--- src/rtl/core/bds_pkg.sv ---
package bds_pkg;

  localparam int MAX_WIDTH      = 2048;
  localparam int MAX_COMPONENTS = 4;
  localparam int LANES          = 4;
  localparam int LINE_DEPTH     = MAX_WIDTH / 2;

  localparam int COMP_W   = 8;
  localparam int PAIR_W   = COMP_W + 1;
  localparam int SUM_W    = COMP_W + 2;
  localparam int COL_W    = $clog2(MAX_WIDTH);
  localparam int IDX_W    = $clog2(LINE_DEPTH);
  localparam int WID_W    = $clog2(MAX_WIDTH + 1);
  localparam int ROW_W    = 13;
  localparam int HGT_W    = 13;
  localparam int CNT_W    = 3;
  localparam int CFG_IDX_W  = 2;
  localparam int CFG_DATA_W = 13;
  localparam int CFG_WID_IN = 12;

  localparam logic [CFG_IDX_W-1:0] REG_IMAGE_WIDTH     = 2'd0;
  localparam logic [CFG_IDX_W-1:0] REG_IMAGE_HEIGHT    = 2'd1;
  localparam logic [CFG_IDX_W-1:0] REG_COMPONENT_COUNT = 2'd2;

  typedef logic [LANES-1:0][COMP_W-1:0] pixel_t;
  typedef logic [LANES-1:0][PAIR_W-1:0] pairs_t;
  typedef logic [LANES-1:0]             lane_en_t;

  typedef struct packed {
    logic             store;
    logic             emit;
    logic             eoi;
    logic [IDX_W-1:0] idx;
  } step_t;

endpackage

--- src/rtl/core/bds_out.sv ---
module bds_out (
  input  logic                   clk,
  input  logic                   rst,
  input  logic                   take,
  input  logic                   eoi,
  input  bds_pkg::lane_en_t      lane_en,
  input  bds_pkg::pairs_t        pairs,
  input  bds_pkg::pairs_t        above,
  input  logic                   out_stall,
  output logic                   blocked,
  output logic                   out_valid,
  output bds_pkg::pixel_t        result,
  output logic                   end_of_image
);

  logic              s1_valid;
  logic              s1_eoi;
  bds_pkg::lane_en_t s1_lane_en;
  bds_pkg::pairs_t   s1_pairs;
  logic              s1_adv;
  bds_pkg::pixel_t   avg;
  logic [bds_pkg::SUM_W-1:0] sum [bds_pkg::LANES];

  assign s1_adv  = s1_valid && (!out_valid || !out_stall);
  assign blocked = s1_valid && out_valid && out_stall;

  // line-store data arrives in the cycle after the read, beside the stage 1 item
  always_comb begin
    for (int k = 0; k < bds_pkg::LANES; k++) begin
      sum[k] = bds_pkg::SUM_W'(above[k]) + bds_pkg::SUM_W'(s1_pairs[k]);
      avg[k] = s1_lane_en[k] ? sum[k][bds_pkg::SUM_W-1:2] : '0;
    end
  end

  always_ff @(posedge clk) begin
    if (rst) begin
      s1_valid  <= 1'b0;
      out_valid <= 1'b0;
    end else begin
      if (take) begin
        s1_valid <= 1'b1;
      end else if (s1_adv) begin
        s1_valid <= 1'b0;
      end
      if (s1_adv) begin
        out_valid <= 1'b1;
      end else if (!out_stall) begin
        out_valid <= 1'b0;
      end
    end
  end

  always_ff @(posedge clk) begin
    if (take) begin
      s1_eoi     <= eoi;
      s1_lane_en <= lane_en;
      s1_pairs   <= pairs;
    end
    if (s1_adv) begin
      result       <= avg;
      end_of_image <= s1_eoi;
    end
  end

endmodule

--- config.mk ---
export PLATFORM = sky130hd
export DESIGN_NAME = bds_out
export DESIGN_NICKNAME = d
export VERILOG_FILES = /design/src/rtl/core/bds_pkg.sv /design/src/rtl/core/bds_out.sv
export SDC_FILE = /design/constraint.sdc
export NUM_CORES = 1
export LEC_CHECK = 0
export BUFFER_PORTS_ARGS = -buffer_cell sky130_fd_sc_hd__clkbuf_2
export CAP_MARGIN = 20
export CORE_ASPECT_RATIO = 1.2
export CORE_UTILIZATION = 25
export DETAILED_ROUTE_END_ITERATION = 7
export PLACE_DENSITY = 0.43
export RECOVER_POWER = 50
export SLEW_MARGIN = 0
export SYNTH_ARGS = -nofsm -noshare
export SYNTH_HDL_FRONTEND = slang
export SYNTH_SLANG_ARGS = --single-unit
--- constraint.sdc ---
create_clock -name clk -period 8.8 [get_ports clk]
set_input_delay 1.76 -clock clk [delete_from_list [all_inputs] [get_ports clk]]
set_output_delay 1.76 -clock clk [all_outputs]
set_load 0.1 [all_outputs]
==> results, run 1 <==
- The number of buffer cells added on primary ports is about 120.
- Among all cell types in the netlist, the one instantiated most often is edfxtp_1.
- Counting cells, the worst reg-to-reg path comes to 2.
- After synthesis, the most frequently instantiated cells are edfxtp_1 (74), ha_1 (32), nand2_1 (24).
- The slack of the worst reg-to-reg path is about 6400 ps.
- The final route contains approximately 2700 vias.
- In the synthesized netlist the async set-or-reset flop fraction comes to 0%.
- For this run, the number of Yosys warnings is 0.
- The actual transition at the worst max-transition pin is about 2400 ps.
- The longest clock path from root to sink contains 2 buffers.
- In this run the post-CTS setup repair buffer count came out at 0.
- In the final routed layout, each cell accounts on average for 13.45 microns.
- The number of placement rows is slightly below 50.
- The iteration count of the initial detailed-routing pass is 4.
- The worst-case headroom to the max-slew limit is -60.10%.
- The capturing element type of the critical path is a primary output.
- The number of failing setup endpoints in the final timing report is 0.
- The count of hold buffers inserted by post-cts repair is 0.
- In this run the power density over the cells is a little over 200 nW/um^2.
- The post-layout utilization of the core is 32.89%.
- The critical path runs through a total of 3 cells.
- Clock tree synthesis selected as its root buffer the cell clkbuf_16.
- The net count after synthesis is between 300 and 400.
- The number of maximum-capacitance constraint violations is 2.
- The largest area contributor in the netlist is edfxtp_1.
- The synthesized instance count is between 200 and 300.
- The final global-route overflow total is 0.
- Entering global routing, the biggest net connects 43 pins.
- The effective utilization at floorplan is 25.53%.
- The number of max-slew violations in the final report is 77.
- Clock tree synthesis found a total of 76 sinks.
- The setup TNS after final layout is 0 ps.
- The HPWL after detailed placement is between 6 and 7 mm.
- Power comes to just over 1 mW.
- The path class of the tightest hold or removal check is flip-flop to flip-flop.
- Counting the fill cells in the layout gives between 1500 and 2000.
- Using the TritonRoute via totals, the vias-per-cell ratio works out to 4.333.
- For this run, the slowest stage of the critical path takes 460 ps.
- The final weighted congestion in routability-driven placement is approximately 0.75.
- Along the worst path, the maximum fanout reaches 3.
- Summing every instance area after synthesis gives 3819 sq um.
- The area growth from synthesis to layout is 28.83%.
- IR analysis of the VDD net gives a maximum drop of ~0.058 mV.
- Measured along the y axis, the die boundary spans roughly 140 microns.
- The region available for standard cell placement spans ~15000 sq um.
- The via count of the first global-routing pass is about 2700.
- The clock network latency to the later pin of the worst-skew pair is 340 ps.
- TritonCTS built the clock tree.
- The critical setup path kind is input port to primary output.
- The checks that failed: capacitance limit, slew limit.
- The number of nets in the finished design is around 520.
- The leakage power figure is about 2 nW.
- The ratio of final minimum period to clock period is between 40 and 50%.
- The data required time of the worst path is ~7000 ps.
- Subtracting the final worst setup slack from the clock period gives 4365 ps.
- The post-CTS resize count is 0.
- Synthesis inferred 76 register bits.
- The critical path arrival is ~2600 ps.
- The residual DRC count is 0.
- Dividing the synthesized area by the synthesized cell count gives around 14 sq um.
- The die covers between 15000 and 20000 sq um.
- Summed over its instances, the top area cell type makes up between 50% and 60% of the synthesized netlist area.
- The share of the Yosys chip area taken by registers is 59.24%.
- After the first detailed-routing iteration, the DRC count stood at 82.
- The count of flip-flops with a built-in enable after synthesis is between 70 and 80.
- The most used flip-flop cell after synthesis is edfxtp_1.
- The signal on the critical path passes through clkbuf_1 -> and3_1 -> clkbuf_2.
- The number of different library cells used by synthesis comes to 37.
- The flow ran to the end, but the final reports show violations.
- During I/O placement, the number of pins put on the boundary was about 120.
- The final antenna diode count is 0.
- In the global route stage, overall resource usage came out at a little under an eighth.
- After synthesis, the cell types taking the most area are edfxtp_1 (58%), ha_1 (10%), nand3_1 (2.6%), nand2_1 (2.4%), a221oi_2 (1.6%).
- The share of layout cells above drive strength 1 is 37.47%.
- The critical path's slowest cell is clkbuf_2.
- The cell depth of the worst min-delay path is 0.
- The count of antenna-violating nets left after detailed routing is 0.
- The worst setup path is launched from an input port.
- The final count of hold timing violations is 0.
- Measured along the x axis, the die boundary spans 114.8 microns.
- The global-route wire length before repair is 13.35 mm.
- The clock buffer count from CTS is 9.
- The routed design has just over 8 mm of wire.
- The maximum clock frequency is 0.2291 GHz.
- The maximum level of the CTS H-tree is 3.
- Setup repair after global routing left no endpoint under its margin.
- The clock-pin slew on the worst setup and hold paths is roughly 60 ps.
- For the final database, setup skew stands at ~4.6 ps.
- The buffering stage count on the worst path with inverters included is 2.
- The cell family contributing the most delay on the critical path is buffers and inverters.
- The initial antenna violation count is 0.
-- cells by family after synthesis --
logic type | Yosys count | share of synthesized area, %
AOI/OAI and AO/OA | 52 | 12.12
and+or+nand+nor | 98 | 14.48
xor gates and xnor gates | 8 | 1.835
buffers and inverters | 8 | 0.7864
DFF | 76 | 59.24
muxes | 4 | 1.049
adders and majority gates | 32 | 10.48
-- per-stage QoR --
step	std cells	setup WS, ps	hold slack, ps	instance area (sq um)
floorplan	278	4118	400.3	3819
global placement	599	4528	472.5	4676
detailed placement	599	4500	504.1	4676
CTS	615	4498	516.5	4928
global route	615	4372	532.5	4920
finish	615	4435	482.2	4920
-- flip-flops by register name (all words and copies together) (netlist names) --
signal,flops
s1_pairs,36
out_valid,1
s1_valid,1
s1_eoi,1
result,32
end_of_image,1
s1_lane_en,4
-- where the power goes --
group | total [mW] | internal [mW] | switching [mW]
Combinational | 0.247 | 0.0774 | 0.170
Sequential | 0.443 | 0.434 | 0.00958
Clock | 0.325 | 0.188 | 0.138
Total | 1.02 | 0.699 | 0.317
-- cells in the final DEF (no fill, tap or decap), drive strengths merged, types with 3 or more instances in the layout --
cell,count
clkbuf,129
edfxtp,74
ha,32
nand2,24
nand3,20
a21oi,15
o21ai,12
nor2,11
nor3,10
inv,8
a221oi,8
nor4,8
nand2b,6
and4,4
mux2i,4
nand4,4
o31a,4
a211oi,4
xnor2,4
xor2,4
a22oi,4
nor3b,4
clkinv,4
and3,3
-- metal layers --
metal  vias to the layer above  GRT usage [%]  wire [microns]
met5                         -              0               0
met4                         0          7.143             276
met3                        15          3.168             332
met2                        73          18.48            4124
met1                      1216          13.15            3541
li1                       1361              -               -
-- cell type report --
type | instances | area [sq um] | share of cell area (%)
Sequential cell | 76 | 2262 | 45.98
Clock inverter | 4 | 16.27 | 0.3306
Timing Repair Buffer | 117 | 581.8 | 11.83
Clock buffer | 12 | 236.5 | 4.807
Multi-Input combinational cell | 194 | 1538 | 31.26
Inverter | 8 | 30.03 | 0.6104
Tap cell | 204 | 255.2 | 5.188
-- path summary, 6_finish.rpt --
path	from	to
worst max register to register	s1_valid	result[11]
worst min register to register	s1_eoi	end_of_image
worst max-delay path	out_stall	blocked
worst min-delay path	s1_eoi	end_of_image
Note: power is estimated with default switching activity, not from simulation.
==> run 2: changes to the inputs <==
Settings changed: PLACE_DENSITY 0.43 to 0.44.
Clock period 8.8 ns to 3.9 ns, I/O delays scaled along.
==> run 2 against run 1 <==
  * The flow still finishes with violations (capacitance limit, slew limit)
  * Combinational power is 120% higher
  * Final cell count is the same
  * Non-clock buffer count stayed put
  * Critical path depth decreased by 1
  * Utilization is the same
  * Via count shrank 0.34%
  * Sequential share of layout area unchanged
  * Global-route usage is 0.51 points lower
  * Total power grew 130%
  * Die area unchanged
  * Hold slack lost 45 ps
  * Register-to-register slack got worse by 4800 ps
  * Largest cell class unchanged
  * Largest power group unchanged
  * Highest routed layer unchanged
==> results, run 2 (synthesized netlist as in run 1, its figures left out) <==
- The setup TNS after final layout came to 0 ps (unchanged).
- Setup repair after global routing left no endpoint under its margin.
- The number of buffer cells added on primary ports is 115 (unchanged).
- The area of the multi-input gates came to 1496 sq um (-2.7%).
- The worst clock skew is 6.461 ps (+1.817 ps).
- The number of max-slew violations in the final report is 17 (-78%).
- The reg-to-reg critical path endpoint is result[24].
- The critical path arrival is 2650 ps (+50 ps).
- The number of cells on the worst reg-to-reg path is 2 (unchanged).
- The post-CTS resize count is 0 (unchanged).
- The number of DRC markers in iteration 0 was 65 (-21%).
- The startpoint of the lowest-slack register-to-register path is s1_valid.
- The iteration count of the initial detailed-routing pass is 4 (unchanged).
- The leakage power figure came to 2.009 nW (+0.43%).
- The share of layout cells above drive strength 1 is 36.98% (-0.49 points).
- The per-cell routed wire length is 13.18 microns (-2.1%).
- The effective utilization at floorplan came to 25.53% (unchanged).
- The count of hold buffers inserted by post-cts repair was 0 (unchanged).
- The flow ran to the end, but the final reports show violations.
- The cell family contributing the most delay on the critical path is buffers and inverters.
- The actual transition at the worst max-transition pin came to 1842 ps (-559.5 ps).
- Dividing the final minimum period by the clock period gives a little over two thirds.
- The pin count of the biggest net entering global routing is 25 (-42%).
- The HPWL after detailed placement is 6.473 mm (+1.8%).
- The final count of hold timing violations is 0 (unchanged).
- The clock network latency to the later pin of the worst-skew pair came to 340 ps (about the same).
- The die outline area was 15770 sq um (unchanged).
- The clock buffer count from CTS was 9 (unchanged).
- The number of failing setup endpoints in the final timing report is 0 (unchanged).
- The number of placement rows is 49 (unchanged).
- Based on the critical path, the design can be clocked at up to about 0.37 GHz.
- The final antenna diode count came to 0 (unchanged).
- Counting flops per register, the top entry is s1_pairs.
- The delay contributed by the slowest stage of the critical path was 1140 ps (+680 ps).
- The sequential cell area is 2262 sq um (unchanged).
- The global-route wire length before repair is 12.59 mm (-5.7%).
- The number of maximum-capacitance constraint violations is 1 (-1).
- The root buffer cell chosen for the clock tree is clkbuf_16.
- The data required time of the worst path is 3840 ps (-3200 ps).
- The critical path's slowest cell is clkbuf_1.
- The total setup buffers inserted after CTS was 0 (unchanged).
- The nature of the critical path startpoint is an input port.
- The CTS sink count is 76 (unchanged).
- The residual DRC count is 0 (unchanged).
- The commonest non-fill, non-tap cell in the layout is clkbuf_2.
- The cell depth of the worst min-delay path is 0 (unchanged).
- The final weighted congestion in routability-driven placement came to 0.7608 (+1.9%).
- The most critical setup path has its startpoint at take.
- The fill cell instance count of the final layout is 1577 (+1.7%).
- The maximum level of the CTS H-tree is 3 (unchanged).
- The aggregate routed wire length is 8.103 mm (-2.1%).
- The critical setup path kind is input port to flip-flop.
- The number of nets in the finished design is 519 (unchanged).
- The minimum setup slack after placement is 1568 ps (-2932 ps).
- The critical path goes through clkbuf_1 -> clkbuf_1.
- The power density of the placed cells came to 473.9 nW/um^2 (+130%).
- The final reports fail on capacitance limit, slew limit.
- The library cells used most frequently in the layout, excluding fill and tap cells, are clkbuf_2 (111), edfxtp_1 (74), ha_1 (32).
- The peak supply drop is 0.1328 mV (+130%).
- The post-layout utilization of the core is 32.89% (unchanged).
- The capturing element type of the critical path is a flip-flop.
- The y dimension of the die is 137.4 microns (unchanged).
- The post-placement cell count is 599 (unchanged).
- The via count of the first global-routing pass was 2657 (-1.1%).
- The critical path depth came to 2 (-1).
- The via count is 2656 (-0.34%).
- The buffering stage count on the worst path with inverters included is 2 (unchanged).
- The largest registers in the layout are s1_pairs: 36 flops, result: 32 flops, s1_lane_en: 4 flops.
- The largest buffer count on any clock path is 2 (unchanged).
- The clock-pin slew on the worst setup and hold paths was 60 ps (about the same).
- The final global-route overflow total came to 0 (unchanged).
- The min-delay analysis places its worst path in the category flip-flop to flip-flop.
- The slack of the worst reg-to-reg path came to 1580 ps (-4840 ps).
- The via density per instance came to 4.319 (-0.34%).
- The time the worst path needs with I/O delays and setup is about 2700 ps.
- The number of placed I/O pins came to 116 (unchanged).
- The worst-case headroom to the max-slew limit is -23.06% (+37 points).
- The aggregate global-route resource usage is 10.82% (-0.51 points).
- The maximum net fanout on the critical path is 24 (+21).
- The TritonCTS clock tree is yes.
- The placeable core area is 14960 sq um (unchanged).
- The final cell count without fillers was 615 (unchanged).
- The count of antenna-violating nets left after detailed routing is 0 (unchanged).
- The die span in x came to 114.8 microns (unchanged).
- The final worst-path setup slack came to 1194 ps (-3242 ps).
- The capture point of the worst path is s1_pairs[20].
- The most repeated library cell on the critical path is clkbuf_1.
- The area growth from synthesis to layout is 28.83% (unchanged).
- The flip-flop count of the largest register after layout is 36 (unchanged).
- The initial antenna violation count is 0 (unchanged).
run 2: cell count changes in the layout (fill, tap and decap cells not counted):
cell	delta
buf_16	+1
a31oi_4	-2
clkinv_1	-3
clkbuf_2	-3
a21boi_4	-1
clkbuf_1	+2
a21boi_1	+1
clkbuf_8	+2
clkinv_2	+1
a31oi_1	+2
run 2: layout make-up:
| cell class | count | share of cell area [%] |
|---|---|---|
| Sequential cell | 76 | 45.98 |
| Multi-Input combinational cell | 194 | 30.42 |
| Timing Repair Buffer | 117 | 12.23 |
| Clock buffer | 14 | 5.366 |
| Tap cell | 204 | 5.188 |
| Inverter | 8 | 0.6104 |
| Clock inverter | 2 | 0.2035 |
run 2: where the power goes:
| group | internal (mW) | switching, mW | total (mW) |
|---|---|---|---|
| Clock | 0.464 | 0.316 | 0.780 |
| Combinational | 0.174 | 0.380 | 0.553 |
| Sequential | 0.977 | 0.0212 | 0.998 |
run 2: layer usage:
metal	share of wire (%)	wire length, microns	vias to the layer above	global-route usage, %
li1	-	-	1362	-
met1	40	3255	1211	10.73
met2	51	4145	69	19.43
met3	5.7	463	14	3.256
met4	2.9	238	0	7.359
met5	0	0	-	0
run 2: worst min path at each step:
stage / startpoint / end / slack [ps]
2_1_floorplan: s1_eoi / end_of_image / 400
3_3_place_gp: s1_eoi / end_of_image / 420
3_5_place_dp: s1_eoi / end_of_image / 430
4_1_cts: s1_eoi / end_of_image / 440
5_1_grt: s1_eoi / end_of_image / 450
6_report: s1_eoi / end_of_image / 440
run 2: through the flow:
step / hold WS [ps] / instance area [sq um] / power, mW
after floorplan: 400.3 / 3819 / 1.446
after global placement: 418.9 / 4668 / 1.576
after detailed placement: 425.2 / 4696 / 1.583
after CTS: 439.6 / 4970 / 2.382
after global routing: 454.7 / 4920 / 2.449
final: 436.9 / 4920 / 2.331
