--- src/rtl/core/bds_pkg.sv ---
package bds_pkg;

  localparam int MAX_WIDTH      = 2048;
  localparam int MAX_COMPONENTS = 4;
  localparam int LANES          = 4;
  localparam int LINE_DEPTH     = MAX_WIDTH / 2;

  localparam int COMP_W   = 8;
  localparam int PAIR_W   = COMP_W + 1;
  localparam int SUM_W    = COMP_W + 2;
  localparam int COL_W    = $clog2(MAX_WIDTH);
  localparam int IDX_W    = $clog2(LINE_DEPTH);
  localparam int WID_W    = $clog2(MAX_WIDTH + 1);
  localparam int ROW_W    = 13;
  localparam int HGT_W    = 13;
  localparam int CNT_W    = 3;
  localparam int CFG_IDX_W  = 2;
  localparam int CFG_DATA_W = 13;
  localparam int CFG_WID_IN = 12;

  localparam logic [CFG_IDX_W-1:0] REG_IMAGE_WIDTH     = 2'd0;
  localparam logic [CFG_IDX_W-1:0] REG_IMAGE_HEIGHT    = 2'd1;
  localparam logic [CFG_IDX_W-1:0] REG_COMPONENT_COUNT = 2'd2;

  typedef logic [LANES-1:0][COMP_W-1:0] pixel_t;
  typedef logic [LANES-1:0][PAIR_W-1:0] pairs_t;
  typedef logic [LANES-1:0]             lane_en_t;

  typedef struct packed {
    logic             store;
    logic             emit;
    logic             eoi;
    logic [IDX_W-1:0] idx;
  } step_t;

endpackage

--- src/rtl/core/bds_ctrl.sv ---
module bds_ctrl (
  input  logic                            clk,
  input  logic                            rst,
  input  logic                            accept,
  input  logic                            cfg_we,
  input  logic [bds_pkg::CFG_IDX_W-1:0]   cfg_index,
  input  logic [bds_pkg::CFG_DATA_W-1:0]  cfg_data,
  input  bds_pkg::pixel_t                 pixel,
  output bds_pkg::step_t                  step,
  output bds_pkg::lane_en_t               lane_en,
  output bds_pkg::pairs_t                 pairs
);

  logic [bds_pkg::WID_W-1:0]      width;
  logic [bds_pkg::HGT_W-1:0]      height;
  logic [bds_pkg::CNT_W-1:0]      comp_count;
  logic [bds_pkg::COL_W-1:0]      column_count;
  logic [bds_pkg::ROW_W-1:0]      row_count;
  bds_pkg::pixel_t                left_pixel;

  logic [bds_pkg::CFG_WID_IN-1:0] w_in;
  logic [bds_pkg::CNT_W-1:0]      nc_in;
  logic [bds_pkg::WID_W-1:0]      used_w;
  logic [bds_pkg::HGT_W-1:0]      used_h;
  logic [bds_pkg::WID_W-1:0]      col_ext;
  logic [bds_pkg::WID_W-1:0]      col_inc;
  logic [bds_pkg::HGT_W-1:0]      row_ext;
  logic [bds_pkg::HGT_W-1:0]      row_inc;
  logic                           in_band;
  bds_pkg::pixel_t                lanes;

  assign w_in    = cfg_data[bds_pkg::CFG_WID_IN-1:0];
  assign nc_in   = cfg_data[bds_pkg::CNT_W-1:0];
  assign used_w  = {width[bds_pkg::WID_W-1:1], 1'b0};
  assign used_h  = {height[bds_pkg::HGT_W-1:1], 1'b0};
  assign col_ext = bds_pkg::WID_W'(column_count);
  assign col_inc = col_ext + 1'b1;
  assign row_ext = bds_pkg::HGT_W'(row_count);
  assign row_inc = row_ext + 1'b1;
  assign in_band = col_ext < used_w;

  always_comb begin
    for (int k = 0; k < bds_pkg::LANES; k++) begin
      lane_en[k] = k < int'(comp_count);
      lanes[k]   = lane_en[k] ? pixel[k] : '0;
      pairs[k]   = bds_pkg::PAIR_W'(left_pixel[k]) + bds_pkg::PAIR_W'(lanes[k]);
    end
  end

  always_comb begin
    step.store = in_band && column_count[0] && !row_count[0];
    step.emit  = in_band && column_count[0] && row_count[0];
    step.eoi   = (col_ext == used_w - 1'b1) && (row_ext == used_h - 1'b1);
    step.idx   = column_count[bds_pkg::COL_W-1:1];
  end

  always_ff @(posedge clk) begin
    if (rst) begin
      width        <= bds_pkg::WID_W'(bds_pkg::MAX_WIDTH);
      height       <= bds_pkg::HGT_W'(2048);
      comp_count   <= bds_pkg::CNT_W'(bds_pkg::MAX_COMPONENTS);
      column_count <= '0;
      row_count    <= '0;
      left_pixel   <= '0;
    end else if (cfg_we) begin
      // any register write restarts the image
      unique case (cfg_index)
        bds_pkg::REG_IMAGE_WIDTH: begin
          if (w_in == '0) begin
            width <= bds_pkg::WID_W'(1);
          end else if (32'(w_in) > bds_pkg::MAX_WIDTH) begin
            width <= bds_pkg::WID_W'(bds_pkg::MAX_WIDTH);
          end else begin
            width <= bds_pkg::WID_W'(w_in);
          end
          column_count <= '0;
          row_count    <= '0;
        end
        bds_pkg::REG_IMAGE_HEIGHT: begin
          height       <= (cfg_data == '0) ? bds_pkg::HGT_W'(1) : cfg_data;
          column_count <= '0;
          row_count    <= '0;
        end
        bds_pkg::REG_COMPONENT_COUNT: begin
          if (nc_in == '0) begin
            comp_count <= bds_pkg::CNT_W'(1);
          end else if (32'(nc_in) > bds_pkg::MAX_COMPONENTS) begin
            comp_count <= bds_pkg::CNT_W'(bds_pkg::MAX_COMPONENTS);
          end else begin
            comp_count <= nc_in;
          end
          column_count <= '0;
          row_count    <= '0;
        end
        default: begin
        end
      endcase
    end else if (accept) begin
      if (in_band && !column_count[0]) begin
        left_pixel <= lanes;
      end
      if (col_inc >= width) begin
        column_count <= '0;
        row_count    <= (row_inc >= height) ? '0 : row_inc[bds_pkg::ROW_W-1:0];
      end else begin
        column_count <= col_inc[bds_pkg::COL_W-1:0];
      end
    end
  end

endmodule

--- config.mk ---
export PLATFORM = sky130hd
export DESIGN_NAME = bds_ctrl
export DESIGN_NICKNAME = d
export VERILOG_FILES = /design/src/rtl/core/bds_pkg.sv /design/src/rtl/core/bds_ctrl.sv
export SDC_FILE = /design/constraint.sdc
export NUM_CORES = 1
export LEC_CHECK = 0
export BUFFER_PORTS_ARGS = -buffer_cell sky130_fd_sc_hd__buf_2
export CAP_MARGIN = 20
export CORE_MARGIN = 3
export CORE_UTILIZATION = 63
export CTS_CLUSTER_SIZE = 30
export DETAILED_ROUTE_END_ITERATION = 7
export GPL_ROUTABILITY_DRIVEN = 0
export PLACE_DENSITY_LB_ADDON = 0.08
export RECOVER_POWER = 50
export SLEW_MARGIN = 15
export SYNTH_ARGS = -nofsm -noshare
export SYNTH_HDL_FRONTEND = slang
export SYNTH_SLANG_ARGS = --single-unit
--- constraint.sdc ---
create_clock -name clk -period 9.6 [get_ports clk]
set_clock_uncertainty 0.2 [all_clocks]
set_input_delay 0.96 -clock clk [delete_from_list [all_inputs] [get_ports clk]]
set_output_delay 0.96 -clock clk [all_outputs]
set_load 0.1 [all_outputs]
==> results.ini, run 1 <==
[placed_design]
hpwl_microns=13800
io_buffer_count=103

[global_routing]
grt_max_degree=62
antenna_found_initial=0
grt_use_total=0.293
gr-total-overflow=0
grt_pass1_vias=6682
grt_pass1_wl_microns=31000

[routing]
via_count=6821
post_drt_wl_per_cell_microns=17.2
dr.pass1.iters=7
drt-total-wl_microns=18600
antenna_left=0
drtIter0Drc=580
drc_errors=0
avgViaCountPerCell=6.30

[setup_path]
reg2reg_slack_ns=5.72
crit_type=reg2out
crit_buf_inv=2
slowest_stage=or3_1
cp_top_family=compound AO/OA/AOI/OAI gates
end_kind=output pin
slowest_delay_ns=0.59
crit_path_start_kind=flop
cp.arrival_ns=3.46
cp.required_ns=8.44
cp_cell_sequence=or3_1 -> nand2_1 -> inv_1 -> ha_1 -> a21o_1 -> a21oi_1 -> o21ai_0 -> o41ai_1 -> xnor2_1 -> buf_2
worstPathMaxFanout=13

[clocking]
cts.clk_slew.worst_paths_ns=0.09
cts_tree=done
cts_max_level=3
tritoncts_num_sinks=84
cts_buffer_depth=2
clk_latency_ns=0.37
cts_root_buf=clkbuf_8
cts-buffers-inserted=9
post_cts_resize_count=0
post_cts_buffers=0
cts-hold-fix-buffers=0

[sta]
min_period_ns=4.62
slew_viol_final=0
setup_tns_ns=0
max_freq_mhz=216
tightest_slew_ns=1.18
fin_hold_ws_ns=0.289
rsz0062_at_grt=no
hold_viol_final=0
setup_viol=0
period_share=0.482
relSlewSlack=0.218

[final_layout]
drive_above_1_share=0.137
synthToLayoutAreaGrowth_pct=9.05
diodes=0
nNetsFinal=1068

[synth]
ys_dominant_reg_cell=dfxtp_1
synth_seq_area_share=0.241
ys_ff_latch=84
synthArstFlopShare=0
yosysUniqueCellTypes=68
synthCells=889
synth_area_sq_um=6980
synth_fp_nets=1015
synth_edf_count=0
yosys_warnings=0
avgSynthCellArea_sq_um=7.85

[run_status]
outcome=complete, no violations

[floorplanning]
die_w_microns=111
row_count=37
die_h_microns=111
ioPinCount=104
die_area_sq_um=12400
coreArea_sq_um=10600
start_util=0.662

[worst_hold_path]
min_path_type=reg2reg

[flow_run]
cap_viol_max_count=0

[power]
ir_worst_vdd_uv=112
p_per_area_nw_per_um2=146
p_leak_nw=3.26

routing by layer:
metal | part of all wire | vias up | track usage
met5 | 0 | - | 0
met2 | 0.50 | 277 | 0.516
met1 | 0.42 | 3214 | 0.362
li1 | - | 3283 | -
met4 | 0.025 | 0 | 0.109
met3 | 0.062 | 47 | 0.0415
flip-flops by register name, indices dropped and copies added, names as in the netlist:
signal / cells
column_count: 11
comp_count: 3
height: 13
left_pixel: 32
row_count: 13
width: 12
cell usage after synthesis, types with 12 or more instances:
master / instances / area, sq um
a21o_1: 15 / 113
nor2_1: 54 / 203
nor3_1: 14 / 70.1
a21oi_1: 49 / 245
dfxtp_1: 84 / 1680
xor2_1: 29 / 254
inv_1: 46 / 173
xnor2_1: 54 / 473
and3_1: 12 / 75.1
and2_1: 31 / 194
o221ai_1: 25 / 219
ha_1: 71 / 888
nand3_1: 54 / 270
clkbuf_1: 43 / 161
o21ai_0: 23 / 115
a22oi_1: 40 / 300
nand2_1: 95 / 357
worst paths after layout:
kind | cells after the start | end | start
worst max-delay path | 10 | pairs[7] | comp_count[2]
worst min-delay path | 2 | comp_count[0] | comp_count[0]
worst max register to register | 12 | row_count[2] | column_count[0]
worst min register to register | 2 | comp_count[0] | comp_count[0]
final cells by class:
cell class	instances	area, sq um
fill	865	2940
inverter	47	176
timing repair buffer	108	533
multi-input combinational	692	4840
clock buffer	11	151
tap	136	170
sequential	84	1680
clock inverter	5	60.1
placed cells by master (no fill, tap or decap), types with 10 or more instances in the layout:
master / Yosys / layout
nand2_1: 95 / 95
buf_2: 7 / 87
dfxtp_1: 84 / 84
ha_1: 71 / 71
nand3_1: 54 / 54
xnor2_1: 54 / 54
nor2_1: 54 / 53
a21oi_1: 49 / 48
inv_1: 46 / 46
a22oi_1: 40 / 40
and2_1: 31 / 31
xor2_1: 29 / 29
o221ai_1: 25 / 25
o21ai_0: 23 / 23
clkbuf_1: 43 / 16
a21o_1: 15 / 15
nor3_1: 14 / 13
and3_1: 12 / 12
clkbuf_8: 0 / 11
nand4_1: 10 / 10
a22o_1: 10 / 10
tightest hold or removal path: stages (launching register included):
cell and delay [ns]:
dfxtp_1 0.34, nand2_1 0.06, a21oi_1 0.05
stage by stage:
step | utilization | cell area [sq um] | total power [mW] | setup WS [ns] | std cells
floorplan | - | 6980 | 0.769 | 3.58 | 889
global placement | 0.703 | 7420 | 0.836 | 5.46 | 1067
detailed placement | 0.703 | 7420 | 0.846 | 5.31 | 1067
CTS | 0.723 | 7630 | 1.11 | 4.94 | 1083
global route | 0.721 | 7610 | 1.16 | 4.72 | 1083
finish | 0.721 | 7610 | 1.12 | 4.98 | 1083
logic make-up (layout without fill, tap and decap cells):
logic type,Yosys count,count (layout),synth area share
AND/OR/NAND/NOR,326,326,0.238
AO/OA/AOI/OAI,204,204,0.204
buffers and inverters,113,171,0.0692
flip-flops,84,84,0.241
XOR/XNOR,83,83,0.104
adder cells (fa/ha/maj),76,76,0.140
multiplexers,3,3,0.00448
report_power, final:
part	internal (mW)	switching, mW
clock	0.135	0.138
sequential	0.363	0.0166
combinational	0.107	0.356
Note: power is estimated with default switching activity, not from simulation.
==> run 2, diff against run 1 <==
- CORE_UTILIZATION: 63 -> 59
- clock period: 9.6 -> 4.6 ns (I/O delays scaled with it)
==> run 2 against run 1 <==
Via count down 1.1%. Highest routed layer unchanged. Combinational power up 110%. Worst hold slack worse by 0.10 ns. Cell area up 1.7%. Largest power group unchanged. Worst setup slack worse by 4.5 ns. Cell count up 0.65%.
==> results.ini, run 2 (synthesized netlist as in run 1, its figures left out) <==
[global_routing]
gr-total-overflow=0  ; unchanged
grt_max_degree=61  ; -1.6%
grt_pass1_wl_microns=30900  ; -0.42%
grt_use_total=0.286  ; -0.00736
grt_pass1_vias=6567  ; -1.7%
antenna_found_initial=0  ; unchanged

[sta]
slew_viol_final=0  ; unchanged
fin_hold_ws_ns=0.185  ; -0.105 ns
setup_tns_ns=0  ; unchanged
period_share=0.896
min_period_ns=4.12
tightest_slew_ns=1.20  ; +0.0217 ns
hold_viol_final=0  ; unchanged
worst_slack_ns=0.479  ; -4.50 ns
rsz0062_at_grt=no
relSlewSlack=0.204  ; -0.0144
max_freq_mhz=243
setup_viol=0  ; unchanged

[final_layout]
mostFrequentLayoutCell=nand2_1
diodes=0  ; unchanged
final_util=0.672  ; -0.0492
drive_above_1_share=0.136  ; -0.00106
mostFrequentLayoutCells=nand2_1, dfxtp_1, buf_2
nNetsFinal=1070  ; +0.19%
largest_reg_flops=32  ; unchanged
synthToLayoutAreaGrowth_pct=10.9
finish.instance_area_sq_um=7740  ; +1.7%
max_flop_register=left_pixel
reg.largest.list=left_pixel: 32 flops, height: 13 flops, row_count: 13 flops
instances_no_fill=1090  ; +0.65%

[clocking]
cts_root_buf=clkbuf_16
cts-buffers-inserted=9  ; unchanged
post_cts_buffers=0  ; unchanged
cts_buffer_depth=2  ; unchanged
post_cts_resize_count=0  ; unchanged
cts.clk_slew.worst_paths_ns=0.06  ; -0.03 ns
tritoncts_num_sinks=84  ; unchanged
cts_max_level=3  ; unchanged
clk_latency_ns=0.35  ; -0.02 ns
cts_tree=done
cts-hold-fix-buffers=0  ; unchanged

[run_status]
outcome=complete, no violations

[power]
total_power_mw=2.50  ; +120%
p_leak_nw=3.32  ; +1.9%
ir_worst_vdd_uv=212  ; +90%
p_per_area_nw_per_um2=322  ; +120%

[routing]
dr.pass1.iters=5  ; -2
via_count=6745  ; -1.1%
avgViaCountPerCell=6.19  ; -1.7%
antenna_left=0  ; unchanged
drt-total-wl_microns=18500  ; -0.62%
drtIter0Drc=487  ; -16%
drc_errors=0  ; unchanged
post_drt_wl_per_cell_microns=16.9  ; -1.3%

[floorplanning]
row_count=39  ; +5.4%
die_w_microns=115  ; +3.2%
coreArea_sq_um=11500  ; +9.1%
die_area_sq_um=13200  ; +6.4%
start_util=0.606  ; -0.0552
ioPinCount=104  ; unchanged
die_h_microns=115  ; +3.2%

[setup_path]
worstRegToRegCells=12  ; unchanged
crit_path_start_kind=flop
r2r_start=column_count[0]
end_kind=output pin
cp.required_ns=3.94  ; -4.50 ns
crit_type=reg2out
cp.arrival_ns=3.46  ; about the same
r2r_end=row_count[6]
worstPathMaxFanout=13  ; unchanged
reg2reg_slack_ns=0.83  ; -4.89 ns

[placed_design]
io_buffer_count=103  ; unchanged
pre_cts_ws_ns=0.860  ; -4.45 ns
dp_cells=1076  ; +0.84%
dpl_cell_area_sq_um=7470  ; +0.78%
hpwl_microns=13800  ; +0.20%

[worst_hold_path]
hold_end=height[8]
min_path_cells=3  ; +1
min_path_type=in2reg
hold_start=cfg_data[8]

[flow_run]
cap_viol_max_count=0  ; unchanged

[run 2: cell types whose count changed in the layout (fill, tap and decap cells not counted), moves of 2 or more]
cell	change
buf_2	-4
buf_4	+2
clkbuf_1	+5
clkbuf_16	+9
clkbuf_8	-9
clkinv_4	-2
o21ai_0	-3
o21ai_1	+2
xnor2_1	-4
xnor2_2	+4
[run 2: final cells by class]
type / instances / area [sq um]
fillers: 979 / 3770
flip-flops and latches: 84 / 1680
inverters: 47 / 176
multi-input cells: 692 / 4870
repair buffers: 110 / 543
clock buffers: 12 / 256
clock inverters: 2 / 35.0
well taps: 143 / 179
[run 2: routing by layer]
metal	wire length, microns	track usage	part of all wire
met1	7680	0.347	0.42
met2	9160	0.507	0.50
met3	1050	0.0432	0.057
met4	581	0.115	0.031
met5	0	0	0
[run 2: where the power goes]
| part | switching (mW) | total [mW] | leakage (nW) | internal [mW] |
|---|---|---|---|---|
| Sequential | 0.0328 | 0.791 | 0.682 | 0.758 |
| Clock | 0.289 | 0.732 | 0.145 | 0.444 |
| Combinational | 0.746 | 0.973 | 2.49 | 0.227 |
[run 2: worst max path at each step]
stage                        from         to  slack [ns]  cells after the start
floorplan           comp_count[2]  pairs[17]       -0.19                     12
global placement    comp_count[2]   pairs[7]        0.97                     10
detailed placement  comp_count[2]   pairs[6]        0.86                     12
CTS                 comp_count[2]   pairs[6]        0.49                     12
global route        comp_count[2]   pairs[7]        0.27                     10
finish              comp_count[2]   pairs[6]        0.48                     12
[run 2: worst max-delay path, stage by stage (launching register included)]
cell and delay [ns]:
dfxtp_1 0.44, or3_1 0.58, and2_1 0.23, ha_1 0.19, inv_1 0.07, fa_1 0.20
nor2b_1 0.06, o21ai_0 0.17, nand2b_1 0.12, a21o_1 0.20, a21oi_1 0.29, xnor2_2 0.14
buf_2 0.43
==> run 3, diff against run 2 <==
- ABC_CLOCK_PERIOD_IN_PS: unset -> 4600
- CORE_UTILIZATION: 59 -> 45
==> run 3 against run 2 <==
Utilization decreased by 15 points. Register-to-register slack improved by 0.10 ns. Cell count increased by 4.1%. Via count is 3.9% lower. Largest cell class unchanged. Routed wire length is essentially flat. Non-clock buffer count is 2 higher. First-iteration DRC count down 24%. Total power grew 1.7%. Die area increased by 29%. Critical path type unchanged. Global-route usage fell by 6.2 points. Worst setup slack worse by 0.0051 ns. Critical endpoint is now pairs[7].
==> results.ini, run 3 (synthesized netlist as in run 1, its figures left out) <==
[worst_hold_path]
min_path_cells=3  ; unchanged
hold_start=cfg_data[8]
hold_end=height[8]
min_path_type=in2reg

[final_layout]
synthToLayoutAreaGrowth_pct=12.2
diodes=0  ; unchanged
fillers=1523  ; +56%
largest_reg_flops=32  ; unchanged
reg.largest.list=left_pixel: 32 flops, height: 13 flops, row_count: 13 flops
drive_above_1_share=0.142  ; +0.00574
nNetsFinal=1072  ; +0.19%
max_flop_register=left_pixel
mostFrequentLayoutCell=nand2_1
mostFrequentLayoutCells=nand2_1, buf_2, dfxtp_1

[clocking]
cts_max_level=3  ; unchanged
cts_tree=done
tritoncts_num_sinks=84  ; unchanged
cts-buffers-inserted=9  ; unchanged
cts_buffer_depth=2  ; unchanged
cts_root_buf=clkbuf_16
cts-hold-fix-buffers=0  ; unchanged
clk_latency_ns=0.35  ; about the same
post_cts_buffers=0  ; unchanged
post_cts_resize_count=0  ; unchanged
cts.clk_slew.worst_paths_ns=0.06  ; about the same

[floorplanning]
row_count=44  ; +13%
coreArea_sq_um=14900  ; +29%
start_util=0.470  ; -0.137
die_w_microns=131  ; +14%
ioPinCount=104  ; unchanged
die_area_sq_um=17000  ; +29%
die_h_microns=131  ; +14%

[setup_path]
worstPathMaxFanout=13  ; unchanged
r2r_end=row_count[2]
slowest_stage=or3_1
worstRegToRegCells=12  ; unchanged
cp_cell_sequence=or3_1 -> nand2_1 -> inv_1 -> ha_1 -> a21o_1 -> a21oi_1 -> o21ai_0 -> o41ai_1 -> xnor2_2 -> buf_2
crit_buf_inv=2  ; unchanged
r2r_start=column_count[0]
crit_path_start_kind=flop
end_kind=output pin
crit_type=reg2out
cp.arrival_ns=3.47  ; about the same
reg2reg_slack_ns=0.93  ; +0.10 ns
cp_top_family=compound AO/OA/AOI/OAI gates
cp.required_ns=3.94  ; about the same
slowest_delay_ns=0.58  ; about the same

[power]
p_leak_nw=3.35  ; +0.82%
p_per_area_nw_per_um2=324  ; +0.51%
ir_worst_vdd_uv=308  ; +45%
total_power_mw=2.54  ; +1.7%

[routing]
post_drt_wl_per_cell_microns=16.3  ; -4.0%
via_count=6479  ; -3.9%
avgViaCountPerCell=5.71  ; -7.8%
dr.pass1.iters=5  ; unchanged
drtIter0Drc=372  ; -24%
drc_errors=0  ; unchanged
drt-total-wl_microns=18500  ; about the same
antenna_left=0  ; unchanged

[sta]
setup_viol=0  ; unchanged
worst_slack_ns=0.474  ; -0.00509 ns
hold_viol_final=0  ; unchanged
period_share=0.897  ; +0.00111
setup_tns_ns=0  ; unchanged
min_period_ns=4.13  ; +0.00509 ns
max_freq_mhz=242  ; -0.12%
tightest_slew_ns=1.19  ; -0.00850 ns
slew_viol_final=0  ; unchanged
relSlewSlack=0.209  ; +0.00564
rsz0062_at_grt=no

[placed_design]
hpwl_microns=13800  ; +0.22%
io_buffer_count=103  ; unchanged
pre_cts_ws_ns=0.863  ; +0.00294 ns

[global_routing]
grt_use_total=0.224  ; -0.0620
grt_max_degree=58  ; -4.9%
gr-total-overflow=0  ; unchanged
antenna_found_initial=0  ; unchanged
grt_pass1_wl_microns=30800  ; -0.25%
grt_pass1_vias=6188  ; -5.8%

[run_status]
outcome=complete, no violations

[flow_run]
cap_viol_max_count=0  ; unchanged

run 3: through the flow:
stage	instances	area [sq um]	hold slack, ns	util
after floorplan	889	7020	0.242	-
after global placement	1119	7550	0.262	0.508
after detailed placement	1119	7550	0.268	0.508
after CTS	1135	7860	0.161	0.529
after global routing	1135	7830	0.180	0.527
final	1135	7830	0.174	0.527
run 3: area by class of cell:
type | instances | area [sq um] | area share
Inverter | 47 | 176 | 0.0225
Multi-Input combinational cell | 692 | 4870 | 0.622
Clock inverter | 3 | 43.8 | 0.00559
Tap cell | 184 | 230 | 0.0294
Timing Repair Buffer | 112 | 556 | 0.0709
Sequential cell | 84 | 1680 | 0.215
Clock buffer | 13 | 270 | 0.0345
run 3: worst min-delay path, stage by stage:
cell and delay, ns:
buf_2 0.11, nand2_1 0.05, a21oi_1 0.05
run 3: power by group:
part	internal [mW]	leakage, nW	total [mW]	switching [mW]
Sequential	0.758	0.682	0.790	0.0320
Clock	0.466	0.156	0.778	0.312
Combinational	0.228	2.51	0.970	0.742
Total	1.45	3.35	2.54	1.09
run 3: worst max path at each step:
stage	start	end	slack, ns	depth (start not counted)
floorplan	comp_count[2]	pairs[17]	-0.19	12
global placement	comp_count[2]	pairs[7]	0.93	10
detailed placement	comp_count[2]	pairs[7]	0.86	10
CTS	comp_count[2]	pairs[7]	0.47	10
global route	comp_count[2]	pairs[7]	0.25	10
finish	comp_count[2]	pairs[7]	0.47	10
run 3: per-layer routing:
layer | wire length (microns) | track usage
met1 | 8530 | 0.292
met2 | 8920 | 0.388
met3 | 871 | 0.0419
met4 | 148 | 0.0460
met5 | 0 | 0
